$ cat src/rtl/gne_pkg.sv
package gne_pkg;

    // Block parameters.
    localparam int MAX_DIMS   = 3;
    localparam int MAX_WINDOW = 4;
    localparam int GRID_BITS  = 10;

    // Fixed field and register widths.
    localparam int NUM_AXES    = 3;
    localparam int COORD_W     = 16;
    localparam int DIMS_W      = 2;
    localparam int SIZE_REG_W  = 11;
    localparam int HW_W        = 9;
    localparam int CFG_DATA_W  = 11;
    localparam int CFG_INDEX_W = 3;
    localparam int CNT_W       = 24;
    localparam int SNUM_W      = 25;
    localparam int VIDX_W      = 31;
    localparam int DSQ_W       = 18;
    localparam int FRAC_W      = 16;

    // Derived internal widths.
    localparam int SIZE_W    = GRID_BITS + 1;
    localparam int POS_W     = GRID_BITS;
    localparam int H16_W     = HW_W + 8;
    localparam int HSQ_W     = 2 * H16_W;
    localparam int M_W       = H16_W;
    localparam int LOC_W     = COORD_W + GRID_BITS + 2;
    localparam int DIFF_W    = LOC_W + 1;
    localparam int BND_W     = DIFF_W - FRAC_W;
    localparam int DIST_W    = 2 * M_W + 2;
    localparam int STRIDE2_W = 2 * GRID_BITS + 1;
    localparam int IP1_W     = POS_W + SIZE_W;
    localparam int IP2_W     = POS_W + STRIDE2_W;

    // Register indexes.
    localparam logic [CFG_INDEX_W-1:0] REG_DIMS_USED        = CFG_INDEX_W'(0);
    localparam logic [CFG_INDEX_W-1:0] REG_SIZE_X           = CFG_INDEX_W'(1);
    localparam logic [CFG_INDEX_W-1:0] REG_SIZE_Y           = CFG_INDEX_W'(2);
    localparam logic [CFG_INDEX_W-1:0] REG_SIZE_Z           = CFG_INDEX_W'(3);
    localparam logic [CFG_INDEX_W-1:0] REG_KERNEL_HALFWIDTH = CFG_INDEX_W'(4);

    // Register reset values.
    localparam logic [DIMS_W-1:0]     DIMS_RESET = DIMS_W'(3);
    localparam logic [SIZE_REG_W-1:0] SIZE_RESET = SIZE_REG_W'(256);
    localparam logic [HW_W-1:0]       HW_RESET   = HW_W'(256);

    typedef struct packed {
        logic signed [COORD_W-1:0] coord_x;
        logic signed [COORD_W-1:0] coord_y;
        logic signed [COORD_W-1:0] coord_z;
    } sample_t;

    typedef struct packed {
        logic [SNUM_W-1:0] sample_number;
        logic [VIDX_W-1:0] voxel_index;
        logic [DSQ_W-1:0]  distance_sq;
        logic              last;
    } entry_t;

    // Configuration as seen by the datapath.
    typedef struct packed {
        logic [NUM_AXES-1:0]             active;
        logic [NUM_AXES-1:0][SIZE_W-1:0] size;
        logic [H16_W-1:0]                h16;
        logic [HSQ_W-1:0]                hsq;
        logic [STRIDE2_W-1:0]            stride2;
    } cfg_t;

    // Clamped kernel window of one sample.
    typedef struct packed {
        logic [SNUM_W-1:0]              snum;
        logic                           empty;
        logic [NUM_AXES-1:0][LOC_W-1:0] loc;
        logic [NUM_AXES-1:0][POS_W-1:0] lo;
        logic [NUM_AXES-1:0][POS_W-1:0] hi;
    } window_t;

    // One voxel of a window.
    typedef struct packed {
        logic [SNUM_W-1:0]              snum;
        logic [NUM_AXES-1:0][LOC_W-1:0] loc;
        logic [NUM_AXES-1:0][POS_W-1:0] pos;
        logic                           last_voxel;
    } cand_t;

    // Evaluated voxel.
    typedef struct packed {
        entry_t entry;
        logic   in_support;
        logic   last_voxel;
    } result_t;

endpackage

$ cat src/rtl/gne_out.sv
module gne_out
    import gne_pkg::*;
(
    input  logic    clk,
    input  logic    rst_n,
    input  logic    res_valid,
    output logic    res_ready,
    input  result_t res,
    output logic    entry_valid,
    input  logic    entry_stall,
    output entry_t  entry
);

    // pend holds the newest in-support voxel until it is known whether a
    // further one of the same sample follows.
    logic   pend_valid_reg;
    logic   pend_done_reg;
    entry_t pend_reg;
    logic   out_valid_reg;
    entry_t out_reg;

    logic out_free;
    logic push;
    logic take;
    logic load;
    logic resolve;

    assign out_free = !out_valid_reg || !entry_stall;

    always_comb
    begin
        push    = 1'b0;
        take    = 1'b0;
        load    = 1'b0;
        resolve = 1'b0;
        if (pend_valid_reg && pend_done_reg)
        begin
            push = out_free;
            take = out_free;
            load = out_free && res_valid && res.in_support;
        end
        else if (pend_valid_reg)
        begin
            if (res.in_support)
            begin
                push = out_free && res_valid;
                take = out_free;
                load = out_free && res_valid;
            end
            else
            begin
                take    = 1'b1;
                resolve = res_valid && res.last_voxel;
            end
        end
        else
        begin
            take = 1'b1;
            load = res_valid && res.in_support;
        end
    end

    assign res_ready = take;

    always_ff @(posedge clk or negedge rst_n)
    begin
        if (!rst_n)
        begin
            pend_valid_reg <= 1'b0;
            pend_done_reg  <= 1'b0;
            out_valid_reg  <= 1'b0;
        end
        else
        begin
            if (load)
            begin
                pend_valid_reg <= 1'b1;
                pend_done_reg  <= res.last_voxel;
            end
            else
            begin
                if (push)
                begin
                    pend_valid_reg <= 1'b0;
                end
                if (resolve)
                begin
                    pend_done_reg <= 1'b1;
                end
            end
            if (push)
            begin
                out_valid_reg <= 1'b1;
            end
            else if (!entry_stall)
            begin
                out_valid_reg <= 1'b0;
            end
        end
    end

    always_ff @(posedge clk)
    begin
        if (load)
        begin
            pend_reg <= res.entry;
        end
        if (push)
        begin
            out_reg <= '{sample_number: pend_reg.sample_number,
                         voxel_index:   pend_reg.voxel_index,
                         distance_sq:   pend_reg.distance_sq,
                         last:          pend_done_reg};
        end
    end

    assign entry_valid = out_valid_reg;
    assign entry       = out_reg;

`ifndef SYNTHESIS
    a_follow_on: assert property (@(posedge clk) disable iff (!rst_n)
        (out_valid_reg && !out_reg.last)
            |-> (pend_valid_reg && pend_reg.sample_number == out_reg.sample_number))
        else $error("entry without last flag has no follow-on entry of its sample");
`endif

endmodule

$ cat config.mk
export PLATFORM = sky130hd
export DESIGN_NAME = gne_out
export DESIGN_NICKNAME = d
export VERILOG_FILES = /design/src/rtl/gne_pkg.sv /design/src/rtl/gne_out.sv
export SDC_FILE = /design/constraint.sdc
export NUM_CORES = 1
export LEC_CHECK = 0
export CAP_MARGIN = 10
export CORE_MARGIN = 3
export CORE_UTILIZATION = 25
export DETAILED_ROUTE_END_ITERATION = 8
export DONT_BUFFER_PORTS = 1
export PLACE_DENSITY = 0.49
export SYNTH_ARGS = -nofsm -noshare
export SYNTH_HDL_FRONTEND = slang
export SYNTH_SLANG_ARGS = --single-unit
$ cat constraint.sdc
create_clock -name clk -period 6.15 [get_ports clk]
set_input_delay 0.615 -clock clk [delete_from_list [all_inputs] [get_ports clk]]
set_output_delay 0.615 -clock clk [all_outputs]
set_load 0.01 [all_outputs]
==> metrics, run 1 <==
IO buf count=0; Slew HR=0.301; max_cap viols=0; CP max stage delay=0.91 ns; Power Density=462 nW/um^2; Via density=about 3.9; gr usage total=0.0854; sequential area share after synthesis=0.980; Num CTS Buffers=17; Final Hold Fails=0; HP Class=in2reg; WHS Endpoint=pend_reg[24]; Leak=1.79 nW; Synth Instances=approximately 170; Tmin final=2.48 ns; postcts setup bufs=0; DR WL/cell=19.4 um; CTS Buffer Depth=2; reg-to-reg endpoint=pend_reg[45]; crit path DAT=around 2.5 ns; worst clock skew=about 0.012 ns; Core Footprint=roughly 18,000 um^2; FMAX=403 MHz; clk sinks=152; Reg2Reg Depth=2; first-pass GRT wire length=~12,000 um; Yosys warning count=0; grt ovf=0; area of the die=20,200 um^2; Final period util=0.403; Final Cell Area=5610 um^2; Vias=1,683; CP delay by family, top=compound AO/OA/AOI/OAI gates; Clk pin slew, worst setup/hold paths=0.06 ns; Synth Register Bits=152; number of flip-flops in the largest register=75; root buffer cell=clkbuf_16; number of routed nets with antenna violations=0; outcome=finished, final reports clean; drt drc=0; Hold Startpoint=res[26]; syn_nets=248; RSZ-0062 raised after global routing=false; final setup fails=0; Max FO, Critical Path=45; syn_area_per_cell=roughly 28 um^2; pin count of the biggest net entering global routing=76; HPWL after detailed placement=5510 um; via count of the first global-routing pass=1,818; Rows=49; Worst EP required=6.19 ns; worst reg-to-reg setup slack=3.67 ns; setup total negative slack=0 ns; critical path endpoint category=flop; die span in y=142 um; io pins=158; actual slew at the worst max-slew pin=1.05 ns; WHS Path Cells=0; Final Hold Slack=0.298 ns; reg2reg start=entry_valid; clk_lat worst skew=between 0.4 and 0.5 ns; VDD IR-drop max=~0.26 mV; GP Congestion=about 0.7; placed inst area=4970 um^2; Area Overhead vs Synth=20.9%; NumNets Final=between 200 and 300; instance count on the critical path=2; Die X-Extent=142 um; drt first-iter violations=76; share of cells above drive strength 1=0.169; CTS tree=built; Startpoint Class=flop; WP buf/inv=1; slowest CP cell=a31oi_4; Post-Syn Area=4640 um^2; antenna violations before repair=2; Routed WL=8400 um; TritonRoute pass-1 iters=4; Clock H-tree levels=4; Post-CTS Resized=0; Synth cell types=11; CP Class=reg2reg; Max Slew Vio Count=0; starting density of the core=0.257; CP Cell Sequence=a31oi_4, buf_4
==> layout by cell type, fill, tap and decap left out <==
| master | netlist | layout |
|---|---|---|
| a21o_2 | 1 | 1 |
| a21oi_4 | 0 | 1 |
| a31oi_4 | 0 | 1 |
| and2_1 | 1 | 1 |
| buf_4 | 0 | 2 |
| bufinv_16 | 0 | 5 |
| clkbuf_1 | 0 | 1 |
| clkbuf_16 | 0 | 17 |
| clkinv_1 | 0 | 2 |
| clkinv_2 | 0 | 2 |
| clkinv_4 | 0 | 2 |
| clkinvlp_4 | 0 | 1 |
| dfrtp_1 | 3 | 3 |
| diode_2 | 0 | 3 |
| dlygate4sd3_1 | 0 | 1 |
| edfxtp_1 | 149 | 149 |
| inv_6 | 0 | 1 |
| nand2_1 | 5 | 5 |
| nand3_1 | 1 | 1 |
| nand4_1 | 2 | 2 |
| o2111ai_1 | 2 | 2 |
| o21ai_2 | 1 | 1 |
==> cells in the mapped netlist, drive strengths merged <==
cell type	n	area, um^2
a21oi	1	8.76
o2111ai	2	17.5
and2	1	6.26
o21ai	1	8.76
a31oi	1	6.26
nand2	5	18.8
edfxtp	149	4470
nand4	2	12.5
a21o	1	8.76
nand3	1	5.00
dfrtp	3	75.1
==> worst max-delay path by stage <==
stage / startpoint / to / slack (ns)
finish: entry_valid / pend_reg[45] / 3.67
detailed placement: res_valid / pend_reg[45] / 3.46
global placement: res_valid / pend_reg[20] / 3.48
CTS: entry_valid / pend_reg[45] / 3.56
global route: entry_valid / pend_reg[45] / 3.42
floorplan: entry_stall / pend_reg[10] / 0.94
==> final cells by class <==
| type | count | area, um^2 |
|---|---|---|
| clock buffer | 18 | 429 |
| multi-input combinational | 15 | 115 |
| fill | 1714 | 12500 |
| clock inverter | 13 | 201 |
| antenna | 3 | 7.51 |
| timing repair buffer | 3 | 25.0 |
| sequential | 152 | 4550 |
| tap | 229 | 287 |
==> worst register-to-register path, cell delays in order, from the launching register on <==
cell     delay, ns
dfrtp_1       0.52
a31oi_4       0.91
buf_4         0.64
==> metal layers <==
metal	routed length (um)	track usage	vias up
met5	13	0	-
met4	109	0.0404	2
met3	782	0.0521	10
met2	4180	0.128	99
met1	3320	0.0966	837
li1	-	-	735
==> power by group <==
| part | leakage (nW) | switching, W | internal, W | total [W] |
|---|---|---|---|---|
| combinational | 0.0521 | 0.0000766 | 0.0000118 | 0.0000883 |
| sequential | 1.43 | 0.0000999 | 0.00130 | 0.00140 |
| clock | 0.305 | 0.000390 | 0.000716 | 0.00111 |
| total | 1.79 | 0.000567 | 0.00203 | 0.00260 |
==> per-stage QoR <==
| stage | power, W | worst slack [ns] | util | instances |
|---|---|---|---|---|
| finish | 0.00260 | 3.67 | 0.310 | 433 |
| detailed placement | 0.00152 | 3.46 | 0.275 | 398 |
| global route | 0.00271 | 3.42 | 0.310 | 431 |
| floorplan | 0.00147 | 0.936 | - | 167 |
| CTS | 0.00265 | 3.56 | 0.310 | 430 |
| global placement | 0.00152 | 3.48 | 0.275 | 398 |
==> timing repair <==
action                                 in CTS  in global routing
endpoints found under the hold margin       3                  0
setup endpoints to repair                   0                  0
hold buffers                                1                  0
==> logic make-up (layout without fill, tap and decap cells) <==
logic type	after synthesis	count (layout)	synth area share
flip-flops	152	152	0.980
AND/OR/NAND/NOR	9	9	0.00916
buffers and inverters	0	34	0
other	0	3	0
AO/OA/AOI/OAI	6	6	0.0108
Note: power is estimated with default switching activity, not from simulation.
==> run 2, diff against run 1 <==
- clock period: 6.15 -> 2.5 ns (I/O delays scaled with it)
==> run 2 against run 1 <==
Clock power grew 140%. Non-clock buffer count increased by 77. Final cell count up 17%.
==> metrics, run 2 (synthesized netlist as in run 1, its figures left out) <==
Area Overhead vs Synth=37.4%; most frequent cells in the layout=149 x edfxtp_1, 76 x dlygate4sd3_1, 17 x clkbuf_16; Startpoint Class=flop; n_diodes=0 (-3); crit path DAT=1.26 ns (-1.26 ns); NumNets Final=347 (+29%); Final period util=0.606; CP max stage delay=0.59 ns (-0.32 ns); IO buf count=0 (unchanged); max_cap viols=0 (unchanged); Worst EP required=2.25 ns (-3.94 ns); setup total negative slack=0 ns (unchanged); pin count of the biggest net entering global routing=54 (-29%); Max FO, Critical Path=7 (-84%); Via density=3.82 (-1.6%); drt drc=0 (unchanged); met2 Use GR=0.139 (+0.0109); area of the die=20,200 um^2 (unchanged); io pins=158 (unchanged); Leak=2.10 nW (+18%); met3 Use GR=0.0474 (-0.00470); FMAX=660 MHz; share of cells above drive strength 1=0.125 (-0.0437); starting density of the core=0.257 (unchanged); Rows=49 (unchanged); worst clock skew=0.00717 ns (-0.00451 ns); Slew HR=0.728 (+0.427); die span in y=142 um (unchanged); root buffer cell=clkbuf_16; CP Cell Sequence=o2111ai_1; Clk pin slew, worst setup/hold paths=0.06 ns (about the same); number of routed nets with antenna violations=0 (unchanged); Num CTS Buffers=17 (unchanged); gr usage total=0.0862 (+0.000786); grt ovf=0 (unchanged); dpl cells=400 (+0.50%); number of flip-flops in the largest register=75 (unchanged); Max Slew Vio Count=0 (unchanged); HP Class=in2reg; DR WL/cell=17.1 um (-12%); slowest CP cell=dfrtp_1; Final Hold Fails=0 (unchanged); first-pass GRT wire length=12,400 um (+2.9%); actual slew at the worst max-slew pin=0.408 ns (-0.641 ns); clk_lat worst skew=0.41 ns (about the same); VDD IR-drop max=0.433 mV (+66%); WP buf/inv=0 (-1); GR Layer Usage met1=0.0923 (-0.00435); HPWL after detailed placement=5720 um (+3.9%); Flop pwr share=0.536 (-0.004); most common cell after layout, fill and taps aside=edfxtp_1; Clock H-tree levels=4 (unchanged); GP Congestion=0.705 (+2.3%); net switching fraction of the power=0.222 (+0.00381); final setup fails=0 (unchanged); final core utilization=0.353 (+0.0423); Die X-Extent=142 um (unchanged); critical path endpoint category=output port; Tmin final=1.51 ns; Routed WL=8700 um (+3.6%); antenna violations before repair=0 (-2); internal power=0.00499 W (+150%); postcts setup bufs=0 (unchanged); via count of the first global-routing pass=2,054 (+13%); CTS Buffer Depth=2 (unchanged); RSZ-0062 raised after global routing=false; Total Power=0.00642 W (+150%); Core Footprint=18,100 um^2 (unchanged); final cell count without fillers=508 (+17%); CTS tree=built; GRT Max-Usage Layer=met2; CP delay by family, top=flip-flops; Final Hold Slack=0.0246 ns (-0.273 ns); Power Density=1010 nW/um^2 (+120%); clk sinks=152 (unchanged); drt first-iter violations=93 (+22%); outcome=finished, final reports clean; combinational group share of total power=0.053 (+0.019); Clk network pwr share=0.411 (-0.015); TritonRoute pass-1 iters=4 (unchanged); CP Class=reg2out; sw power=0.00143 W (+150%); Vias=1,942 (+15%)
run 2: cell types whose count changed in the layout (fill, tap and decap cells not counted):
| cell | change |
|---|---|
| buf_12 | +2 |
| clkbuf_1 | +2 |
| clkinv_2 | -1 |
| dlygate4sd3_1 | +75 |
| diode_2 | -3 |
| clkinv_4 | +1 |
| bufinv_16 | -1 |
run 2: through the flow:
step	worst slack, ns	cell area [um^2]
3_3_place_gp	1.04	5010
2_1_floorplan	0.201	4660
4_1_cts	0.954	6380
5_1_grt	0.897	6380
6_report	0.985	6380
3_5_place_dp	0.992	5010
run 2: power by group through the flow:
stage               registers [W]  logic, W  clock network, W
floorplan                 0.00345  0.000152                 0
global placement          0.00350  0.000245                 0
detailed placement        0.00351  0.000255                 0
CTS                       0.00345  0.000358           0.00273
global route              0.00347  0.000377           0.00284
finish                    0.00344  0.000339           0.00264
run 2: final timing paths:
check	from	endpoint	slack, ns	depth (start not counted)
max	entry_valid	res_ready	0.99	1
min	res[0]	pend_done_reg	0.02	2
max reg2reg	pend_valid_reg	entry[35]	1.00	3
min reg2reg	pend_reg[12]	entry[12]	0.41	0
max in group asynchronous	rst_n	pend_done_reg	2.28	1
min in group asynchronous	rst_n	pend_valid_reg	0.08	1
run 2: cell type report:
cell class	instances	area (um^2)
Fill cell	1671	11700
Sequential cell	152	4550
Timing Repair Buffer	80	816
Clock buffer	20	437
Tap cell	229	287
Clock inverter	12	175
Multi-Input combinational cell	15	115
run 2: routing by layer:
metal	part of all wire	routed length, um
met5	0	0
met3	0.082	711
met1	0.39	3390
met4	0.016	138
met2	0.51	4460
run 2: what timing repair did:
action,in CTS,in global routing
hold buffers,76,0
resized for setup,0,0
endpoints found under the hold margin,78,0
==> run 3, diff against run 2 <==
- PLACE_DENSITY: 0.49 -> 0.51
- clock period: 2.5 -> 1.3 ns (I/O delays scaled with it)
==> run 3 against run 2 <==
Die area unchanged. Critical path depth up 2. Sequential share of layout area fell by 3.8 points. The flow now finishes with violations (setup timing). Routed wire length is 7.4% higher. Final area rose by 5.7%. Via count rose by 4.4%. Combinational power grew to 3.0 times the previous value. First-iteration DRC count is 4.3% lower. Worst setup slack worse by 0.99 ns. Largest cell class unchanged. Register-to-register slack got worse by 1.0 ns. Critical endpoint is now pend_reg[53]. Global-route usage up 0.61 points.
==> metrics, run 3 (synthesized netlist as in run 1, its figures left out) <==
HP Class=in2reg; DR WL/cell=17.8 um (+3.8%); clk_lat worst skew=0.41 ns (about the same); outcome=complete, but fails checks; HPWL after detailed placement=6240 um (+9.1%); most frequent cells in the layout=149 x edfxtp_1, 81 x dlygate4sd3_1, 19 x clkbuf_16; clk sinks=152 (unchanged); max_cap viols=0 (unchanged); Vias=2,028 (+4.4%); CP endpoint=pend_reg[53]; starting density of the core=0.257 (unchanged); WHS Path Cells=3 (+1); Tmin final=1.30 ns; number of flip-flops in the largest register=75 (unchanged); Power Density=1990 nW/um^2 (+97%); crit path DAT=1.41 ns (+0.15 ns); sw power=0.00281 W (+97%); most common cell after layout, fill and taps aside=edfxtp_1; antenna violations before repair=2 (+2); area of the die=20,200 um^2 (unchanged); root buffer cell=clkbuf_16; Final period util=1.00; Max FO, Critical Path=24 (+17); Clk pin slew, worst setup/hold paths=0.06 ns (about the same); gr usage total=0.0922 (+0.00606); slowest CP cell=dfrtp_2; Max Slew Vio Count=0 (unchanged); CTS Buffer Depth=2 (unchanged); Area Overhead vs Synth=45.3%; Clock H-tree levels=4 (unchanged); internal power=0.0106 W (+110%); via count of the first global-routing pass=2,261 (+10%); Final Hold Fails=0 (unchanged); Core Footprint=18,100 um^2 (unchanged); die span in y=142 um (unchanged); CP max stage delay=0.45 ns (-0.14 ns); post-place setup slack=-0.0313 ns (-1.02 ns); Reg2Reg Depth=3 (unchanged); worst reg-to-reg setup slack=-0.001 ns (-1.00 ns); violated checks=setup timing; critical path endpoint category=flop; Num CTS Buffers=17 (unchanged); CP delay by family, top=flip-flops; CP Cell Sequence=a31oi_4, buf_4, buf_12; Worst EP required=1.41 ns (-0.84 ns); grt ovf=0 (unchanged); share of cells above drive strength 1=0.179 (+0.0536); Slew HR=0.827 (+0.0991); VDD IR-drop max=0.888 mV (+100%); worst clock skew=0.00820 ns (+0.00104 ns); Flop pwr share=0.492 (-0.044); CTS tree=built; Die X-Extent=142 um (unchanged); final core utilization=0.373 (+0.0201); Via density=3.86 (+0.85%); reg2reg start=entry_valid; Leak=2.27 nW (+7.8%); Startpoint Class=flop; drt first-iter violations=89 (-4.3%); FMAX=769 MHz; slack of the critical path=-0.00106 ns (-0.986 ns); pin count of the biggest net entering global routing=39 (-28%); combinational group share of total power=0.075 (+0.022); number of routed nets with antenna violations=0 (unchanged); GP Congestion=0.686 (-2.7%); Rows=49 (unchanged); Clk network pwr share=0.433 (+0.022); RSZ-0062 raised after global routing=true; actual slew at the worst max-slew pin=0.260 ns (-0.149 ns); final setup fails=5 (+5); io pins=158 (unchanged); NumNets Final=365 (+5.2%); CP Class=reg2reg; drt drc=0 (unchanged); TritonRoute pass-1 iters=4 (unchanged); net switching fraction of the power=0.210 (-0.0122); FILL cells=1,617 (-3.2%); reg-to-reg endpoint=pend_reg[53]; Routed WL=9350 um (+7.4%); first-pass GRT wire length=13,400 um (+8.2%); Total Power=0.0134 W (+110%); instance count on the critical path=3 (+2); IO buf count=0 (unchanged); WP buf/inv=2 (+2); Critical Path Source=entry_valid
## run 3: tightest hold or removal path, delay by kind of cell
| kind | cells | cell delay (ns) |
|---|---|---|
| AND/OR/NAND/NOR | 2 | 0.21 |
| AO/OA/AOI/OAI | 1 | 0.08 |
## run 3: repair_timing
| action | 4_1_cts | 5_1_grt |
|---|---|---|
| setup buffers | 2 | 2 |
| endpoints found under the hold margin | 80 | 0 |
| pin swaps | 0 | 1 |
| hold buffers | 81 | 0 |
| endpoints found under the setup margin | 88 | 121 |
| cloned | 1 | 3 |
| gates resized for setup | 5 | 6 |
## run 3: through the flow
stage	setup TNS (ns)	std cells	cell area (um^2)	hold WS [ns]
after floorplan	-137.31	167	4670	-0.166
after CTS	-0.225	520	6630	0.0245
after detailed placement	-1.72	405	5050	-0.165
final	-0.00321	526	6740	0.0436
after global placement	-0.0475	405	5050	-0.165
after global routing	-1.65	525	6740	0.0333
## run 3: worst min path at each step
stage	to	slack, ns	start
2_1_floorplan	entry_valid	-0.17	rst_n
3_3_place_gp	pend_done_reg	-0.17	rst_n
3_5_place_dp	entry_valid	-0.17	rst_n
4_1_cts	entry_valid	0.02	res[1]
5_1_grt	entry_valid	0.03	res[1]
6_report	entry_valid	0.04	res[1]
## run 3: metal layers
metal,global-route usage,part of all wire,up-vias
met5,0,0.0014,-
met4,0.0470,0.011,2
met3,0.0457,0.087,11
met2,0.147,0.50,101
met1,0.103,0.40,990
li1,-,-,924
## run 3: layout make-up
cell class / count / area (um^2) / share of cell area
Clock buffer: 17 / 425 / 0.0631
Sequential cell: 152 / 4550 / 0.675
Tap cell: 229 / 287 / 0.0425
Timing Repair Buffer: 98 / 1070 / 0.158
Multi-Input combinational cell: 15 / 133 / 0.0197
Antenna cell: 1 / 2.50 / 0.000371
Clock inverter: 14 / 278 / 0.0412
## run 3: power by group through the flow
stage	Combinational, W	Sequential (W)	Clock, W
floorplan	0.000292	0.00663	0
detailed placement	0.000585	0.00672	0
CTS	0.000855	0.00661	0.00598
finish	0.00101	0.00658	0.00580
global route	0.00110	0.00664	0.00620
global placement	0.000564	0.00670	0
